`src/hdl/spo_pkg.sv`:
```
// ----------------------------------------------------------------------------
// spo_pkg
// Shared types and constants for the shape pair overlap test: shape kinds,
// the ordered-pair control group and the default coordinate width.
// ----------------------------------------------------------------------------
package spo_pkg;

	// default coordinate width (Q12.4 centers)
	localparam int COORD_WIDTH_DEF = 16;
	// stored bits of a packed size field
	localparam int SIZE_WIDTH      = 48;
	// spatial axes
	localparam int AXES            = 3;

	// shape kind codes
	typedef enum logic [1:0] {
		KIND_POINT   = 2'd0,
		KIND_BOX     = 2'd1,
		KIND_SPHERE  = 2'd2,
		KIND_INVALID = 2'd3
	} kind_t;

	// pair after ordering: p has the lower kind code
	typedef struct packed {
		logic  valid;
		kind_t p_kind;
		kind_t q_kind;
	} pair_ctl_t;

endpackage

```
`src/hdl/spo_shape_sel.sv`:
```
// ----------------------------------------------------------------------------
// spo_shape_sel
// Orders the pair by kind, unpacks the size slices and forms the doubled
// absolute center offsets per axis.
// ----------------------------------------------------------------------------
module spo_shape_sel #(
	parameter int COORD_WIDTH = spo_pkg::COORD_WIDTH_DEF
) (
	input  spo_pkg::kind_t                        kind_a,
	input  logic signed [COORD_WIDTH-1:0]          a_x,
	input  logic signed [COORD_WIDTH-1:0]          a_y,
	input  logic signed [COORD_WIDTH-1:0]          a_z,
	input  logic [spo_pkg::SIZE_WIDTH-1:0]         size_a,
	input  spo_pkg::kind_t                        kind_b,
	input  logic signed [COORD_WIDTH-1:0]          b_x,
	input  logic signed [COORD_WIDTH-1:0]          b_y,
	input  logic signed [COORD_WIDTH-1:0]          b_z,
	input  logic [spo_pkg::SIZE_WIDTH-1:0]         size_b,
	output spo_pkg::pair_ctl_t                    ctl,
	output logic [spo_pkg::AXES-1:0][COORD_WIDTH-1:0] p_size,
	output logic [spo_pkg::AXES-1:0][COORD_WIDTH-1:0] q_size,
	output logic [spo_pkg::AXES-1:0][COORD_WIDTH+1:0] d2
);

	logic [spo_pkg::AXES-1:0][COORD_WIDTH-1:0] ca, cb;
	logic [spo_pkg::AXES-1:0][COORD_WIDTH-1:0] sa, sb;
	logic                                      swap;

	assign ca = {a_z, a_y, a_x};
	assign cb = {b_z, b_y, b_x};

	// size slices; bits above the stored field read as zero
	for (genvar k = 0; k < spo_pkg::AXES; k++) begin : g_axis
		for (genvar j = 0; j < COORD_WIDTH; j++) begin : g_bit
			if (k * COORD_WIDTH + j < spo_pkg::SIZE_WIDTH) begin : g_in
				assign sa[k][j] = size_a[k * COORD_WIDTH + j];
				assign sb[k][j] = size_b[k * COORD_WIDTH + j];
			end else begin : g_out
				assign sa[k][j] = 1'b0;
				assign sb[k][j] = 1'b0;
			end
		end

		// |2*(a-b)|, same for either order
		logic signed [COORD_WIDTH:0] diff;
		logic [COORD_WIDTH:0]        mag;
		assign diff = $signed({ca[k][COORD_WIDTH-1], ca[k]})
			- $signed({cb[k][COORD_WIDTH-1], cb[k]});
		assign mag   = diff[COORD_WIDTH] ? (~diff + 1'b1) : diff;
		assign d2[k] = {mag, 1'b0};
	end

	// lower kind code goes to p
	assign swap = (kind_a > kind_b);

	always_comb begin
		ctl.valid  = (kind_a != spo_pkg::KIND_INVALID) && (kind_b != spo_pkg::KIND_INVALID);
		ctl.p_kind = swap ? kind_b : kind_a;
		ctl.q_kind = swap ? kind_a : kind_b;
		p_size     = swap ? sb : sa;
		q_size     = swap ? sa : sb;
	end

endmodule

```
`config.mk`:
```
export PLATFORM = sky130hd
export DESIGN_NAME = spo_shape_sel
export DESIGN_NICKNAME = d
export VERILOG_FILES = /design/src/hdl/spo_pkg.sv /design/src/hdl/spo_shape_sel.sv
export SDC_FILE = /design/constraint.sdc
export NUM_CORES = 1
export LEC_CHECK = 0
export BUFFER_PORTS_ARGS = -buffer_cell sky130_fd_sc_hd__clkbuf_2
export CAP_MARGIN = 20
export CORE_AREA = 2 2 135 137
export DETAILED_ROUTE_END_ITERATION = 10
export DIE_AREA = 0 0 137 139
export GPL_TIMING_DRIVEN = 0
export MAX_ROUTING_LAYER = met4
export PLACE_DENSITY_LB_ADDON = 0.2
export SLEW_MARGIN = 5
export SYNTH_ARGS = -nofsm -noshare
export SYNTH_HDL_FRONTEND = slang
export SYNTH_SLANG_ARGS = --single-unit
```
`constraint.sdc`:
```
create_clock -name vclk -period 4.35
set_clock_uncertainty 0.15 [all_clocks]
set_input_delay 0.87 -clock vclk [all_inputs]
set_output_delay 0.87 -clock vclk [all_outputs]
set_load 0.01 [all_outputs]
```
-- Word-level counts from Yosys, hierarchy flattened
Cells that the tools add are included.
- bits in registers: 0
- input port bits: 196
- output and inout port bits: 155
- add/sub/neg operators: 6
- magnitude comparators: 1
- equal/unequal tests: 2
- multiplexer cells: 7
- bitwise logic cells: 3
- reductions and logical operators: 1
- operator list (cell ; number):
    48-bit two-way mux ; 2
    17-bit by 1-bit adder with 17-bit output (second input constant) ; 3
    17-bit two-way mux ; 3
    17-bit inverter ; 3
    16-bit by 16-bit subtractor with 17-bit output ; 3
    2-bit two-way mux ; 2
    2-bit inequality test (second input constant) ; 2
    2-bit > comparator ; 1
    1-bit logical AND ; 1

-- Longest topological paths before layout
Gate-level depths: netlist of run 1.
- word-level depth: 4
- depth in mapped cells: 13
- gate-level depth less buffers: 12

-- Worst setup path before layout of run 1
OpenSTA, ideal clock, no wires.
- path type: input to output
- start: input port a_x[0]
- end: output port d2[17] in the netlist's numbering
- arrival: 3538 ps
- data required time: 3330 ps
- setup slack: -208 ps
- cell stages on the path: 12
- cells stage by stage: inv_1 -> ha_1 -> fa_1 -> nand2b_1 -> a21oi_1 -> o22ai_2 -> o211ai_1 -> xnor2_2 -> nand4b_1 -> or2_1 -> or4_1 -> nor4_2
- RTL lines (item ; RTL line ; source):
    start, declared ; spo_shape_sel.sv:10 ; input logic signed [COORD_WIDTH-1:0] a_x,
    end, declared ; spo_shape_sel.sv:22 ; output logic [spo_pkg::AXES-1:0][COORD_WIDTH+1:0] d2

==> metrics, run 1 <==
Sw Pwr 0.917 mW; Post-Synth XOR/XNOR Area 0.132; failing checks setup timing; Vias/cell 4.89; final core utilization 0.462; Initial Util 0.266; cell family with most CP delay compound AO/OA/AOI/OAI gates; area fraction in compound gates after synthesis 0.217; most frequent cells in the layout clkbuf_2 (304), mux2_2 (97), inv_1 (73); drt first pass iters 5; vias in the first global route 5812; HP Class in -> out; share of post-route cells with drive strength above 1 0.619; multi-input logic area 5160 µm²; die width 137 µm; mux share of post-synthesis cell area 0.235; Clock Buffer Count 0; Slew HR 0.532; post-DR wirelength/cell 17.8 µm; crit end category output pin; f_max 0.218 GHz; first-iteration detailed-routing DRC count 298; min Tclk post-route 4.58 ns; largest family of logic cells by synthesized area multiplexers; yosys warns 0; number of sequential cells 0; Area contributors post-synth mux2_2 (23%), ha_1 (15%), xnor2_1 (8.8%); Synth area leader mux2_2; Fin Hold WS 1.90 ns; crit-path cells buf_8 > inv_4 > ha_4 > fa_2 > nand2b_4 > a21oi_4 > o22ai_4 > o211ai_1 > xnor2_2 > nand4b_1 > or2_1 > buf_4 > o31ai_2 > xnor2_1 > buf_2; Pwr Density 212 nW/µm²; final hold vios 0; first-pass GRT wire length 32300 µm; adder-cell share of the synthesized area 0.159; port buffer count 348; Total GRT Usage 0.223; Comb power frac 1.000; Crit Path Class in -> out; Yosys cell types 67; Placer Congestion 0.935; Sequential Power Share 0; Yosys top cell area share 0.233; Netlist Area Pre-Place 4690 µm²; Antenna Nets Post-Route 0; Site Rows 49; DRC 0; fin. max-slew vios 0; P_int 0.812 mW; Worst EP required 3.33 ns; startpoint kind of the worst setup timing path input pin; # nets final 1297; slowest cell delay on critical path 0.37 ns; Die Span Y 139 µm; Leak Pwr 4.11 nW; largest net degree at the start of global routing 11; max-cap violations 0; Worst-Margin Slew 0.699 ns; RSZ-0062 raised after global routing yes; via count 6228; CP Data Arrival Time 3.56 ns; io pins 351; DIE AREA 19000 µm²; Switching Fraction 0.530; clock share of power 0; outcome finished, violations left; initial antenna violation count 4; Tcrit/Tclk final 1.05; Setup violations, final 15; CP Buf/Inv Count 4; synthesized area per cell 7.40 µm²; final worst slack -0.232 ns; Syn Inst Count 634; commonest non-fill, non-tap cell in the layout clkbuf_2; FILL cells 1804; Critical Path Fanout Max 4; remaining global-route overflow 0; Post-Synth Simple-Gate Area 0.174; worst vdd ir 117 µV; CORE AREA 17700 µm²; FF/Latch Area 0 µm²; total routed wirelength 22700 µm; post-synthesis sequential area ratio 0; Layout area overhead 73.9%; Final HPWL DP 19400 µm; critical path's slowest cell fa_2
[area by class of cell]
| class | count | share of cell area |
|---|---|---|
| repair buffers | 404 | 0.280 |
| diodes | 4 | 0.00123 |
| plain buffers | 18 | 0.0129 |
| multi-input cells | 539 | 0.632 |
| well taps | 229 | 0.0351 |
| inverters | 80 | 0.0380 |
[worst min-delay path, stage by stage]
cell,delay (ns)
clkbuf_2,0.11
a22oi_1,0.06
clkbuf_2,0.14
[through the flow]
step | setup WS [ns] | cell area (µm²) | TNS [ns] | total power, mW | instances
finish | -0.232 | 8160 | -1.45 | 1.73 | 1274
global route | -0.372 | 8160 | -4.89 | 1.86 | 1274
CTS | -0.283 | 7520 | -1.72 | 1.58 | 1241
detailed placement | -0.580 | 6780 | -16.32 | 1.41 | 1213
global placement | -0.610 | 6780 | -16.81 | 1.41 | 1213
floorplan | 0.00608 | 4750 | 0 | 0.881 | 636
[power groups by stage]
stage           clock [mW]  combinational (mW)  sequential [mW]
2_1_floorplan            0               0.881                0
3_3_place_gp             0                1.41                0
3_5_place_dp             0                1.41                0
4_1_cts                  0                1.58                0
5_1_grt        0.000000123                1.86                0
6_report       0.000000123                1.73                0
[cell families (layout without fill, tap and decap cells)]
kind of cell               count (synthesis)  in the layout
and+or+nand+nor                          156            156
AOI/OAI and AO/OA                        153            154
muxes                                     98             98
buffers and inverters                     98            502
xor gates and xnor gates                  70             70
adders and majority gates                 58             58
other                                      1              7
[repair_timing]
action                     4_1_cts  5_1_grt
hold buffers                     0        0
setup endpoints to repair       53       56
resized for setup               99      136
pin swaps                       49       66
buffers inserted                29       28
gates cloned                     0        3
[final timing paths]
check / from / to / slack [ns] / depth (start not counted)
setup / recovery: a_x[0] / d2[16] / -0.23 / 15
hold / removal: kind_b[1] / ctl[4] / 1.90 / 3
[per-layer routing]
| metal | track usage | up-vias | routed length [µm] |
|---|---|---|---|
| met5 | - | - | 0 |
| met4 | 0.0217 | 0 | 235 |
| met3 | 0.0249 | 12 | 1350 |
| met2 | 0.386 | 231 | 11200 |
| met1 | 0.286 | 2912 | 9940 |
| li1 | - | 3073 | - |
[synth_stat cells (6+ instances only)]
cell      number
inv_1         80
xor2_1        22
a21oi_1       34
o21bai_1       6
clkbuf_1      13
nor2_1        54
nand2b_1       7
nor2b_1        9
xnor2_1       47
o21ai_0       34
nand2_1       28
nand3_1       10
nor3_1        11
mux2_2        97
o21a_1        22
o21ai_1        6
ha_1          55
No activity file was read; power rests on OpenSTA's default activity.
==> run 2, diff against run 1 <==
- BUFFER_PORTS_ARGS: -buffer_cell sky130_fd_sc_hd__clkbuf_2 -> unset
- CORE_AREA: 2 2 135 137 -> 2 2 137 139
- DIE_AREA: 0 0 137 139 -> 0 0 139 141
- DONT_BUFFER_PORTS: unset -> 1
==> run 2 against run 1 <==
Effect of this change: the run still ends with setup timing left; critical path depth shrank 5; worst hold slack lost 0.21 ns; count of clock-buffer cells in the layout is the same; non-clock buffer count shrank 364; via count shrank 20%; routed wire length shrank 5.0%; design area shrank 24%; fmax grew 4.6%; final cell count shrank 28%; sequential share of layout area is the same; die area grew 2.9%; critical endpoint is now d2[53].
==> metrics, run 2 (synthesized netlist as in run 1, its figures left out) <==
cell family with most CP delay compound AO/OA/AOI/OAI gates; vias in the first global route 4791 (-18%); f_max 0.228 GHz (+4.6%); worst vdd ir 120 µV (+2.0%); Die Span Y 141 µm (+1.4%); via count 4982 (-20%); Total GRT Usage 0.200 (-0.0227); share of post-route cells with drive strength above 1 0.398 (-0.221); final worst slack -0.0291 ns (+0.203 ns); remaining global-route overflow 0 (unchanged); fin. max-slew vios 0 (unchanged); RSZ-0062 raised after global routing yes; failing checks setup timing; crit end category output pin; Vias/cell 5.46 (+12%); min Tclk post-route 4.38 ns (-0.203 ns); Tcrit/Tclk final 1.01 (-0.0466); CP Buf/Inv Count 0 (-4); port buffer count 0 (-100%); final hold vios 0 (unchanged); Site Rows 50 (+2.0%); most frequent cells in the layout mux2_2 (97), inv_1 (74), nor2_1 (50); Hold Crit Depth 1 (-2); Final HPWL DP 18700 µm (-3.4%); max-cap violations 0 (unchanged); DIE AREA 19600 µm² (+2.9%); Crit Path Class in -> out; Critical Path Fanout Max 3 (-1); post-DR wirelength/cell 23.7 µm (+33%); Final Instance Count excl. Fillers 913 (-28%); Worst EP required 3.33 ns (about the same); Worst-Margin Slew 0.726 ns (+0.0263 ns); Initial Util 0.257 (-0.00889); Leak Pwr 2.56 nW (-38%); commonest non-fill, non-tap cell in the layout mux2_2; FILL cells 1916 (+6.2%); Setup violations, final 4 (-11); Slew HR 0.516 (-0.0159); CORE AREA 18300 µm² (+3.5%); FF/Latch Area 0 µm² (unchanged); Placer Congestion 0.974 (+4.2%); io pins 351 (unchanged); Worst path depth 10 (-5); Antenna Nets Post-Route 0 (unchanged); die width 139 µm (+1.5%); first-iteration detailed-routing DRC count 232 (-22%); slowest cell delay on critical path 0.48 ns (+0.11 ns); DP Cell Count 870 (-28%); CP Data Arrival Time 3.36 ns (-0.20 ns); HP Class in -> out; Layout area overhead 33.0%; number of sequential cells 0 (unchanged); outcome finished, violations left; initial antenna violation count 6 (+2); crit-path cells ha_4 > nor2b_4 > o31a_1 > a41o_1 > o41ai_4 > o21a_1 > o211ai_1 > nor3_4 > nand2_1 > and4b_1; largest net degree at the start of global routing 11 (unchanged); startpoint kind of the worst setup timing path input pin; DRC 0 (unchanged); drt first pass iters 4 (-1); CTS Hold Bufs 0 (unchanged); final core utilization 0.342 (-0.121); critical path's slowest cell o41ai_4; first-pass GRT wire length 29600 µm (-8.4%); Pwr Density 221 nW/µm² (+4.4%); # nets final 932 (-28%); Clock Buffer Count 0 (unchanged); total routed wirelength 21600 µm (-5.0%)
run 2: area by class of cell:
class / instances / area, µm² / area share
antenna: 3 / 7.51 / 0.00120
inverter: 80 / 333 / 0.0533
multi-input combinational: 538 / 5200 / 0.833
timing repair buffer: 40 / 317 / 0.0507
tap: 234 / 293 / 0.0469
buffer: 18 / 93.8 / 0.0150
run 2: power by group:
group          leakage [nW]  internal, mW  switching [mW]
clock network     0.0000190  0.0000000934               0
registers                 0             0               0
logic                  2.56         0.575           0.806
total                  2.56         0.575           0.806
run 2: timing repair:
action,in CTS,in global routing
gates resized for setup,73,91
endpoints found under the setup margin,50,35
setup buffers,19,23
pin swaps,38,56
run 2: metal layers:
metal	vias to the layer above	track usage	wire, µm	share of wire
li1	2331	-	-	-
met4	0	0.0409	573	0.027
met1	2356	0.230	8080	0.37
met5	-	-	0	0
met2	267	0.337	10400	0.48
met3	28	0.0730	2510	0.12
run 2: path summary, 6_finish.rpt:
| path | slack [ns] | endpoint | from |
|---|---|---|---|
| worst max-delay path | -0.03 | d2[53] | a_z[1] |
| worst min-delay path | 1.69 | ctl[4] | kind_b[1] |
run 2: stage by stage:
stage / cell area, µm² / setup WS (ns) / total power, mW / hold WS [ns] / TNS, ns
finish: 6240 / -0.0291 / 1.38 / 1.69 / -0.0598
global route: 6240 / -0.159 / 1.47 / 1.69 / -0.873
CTS: 5560 / -0.120 / 1.21 / 1.69 / -0.414
detailed placement: 5040 / -0.488 / 1.10 / 1.69 / -11.46
global placement: 5040 / -0.508 / 1.09 / 1.69 / -10.97
floorplan: 4750 / 0.00608 / 0.881 / 1.67 / 0
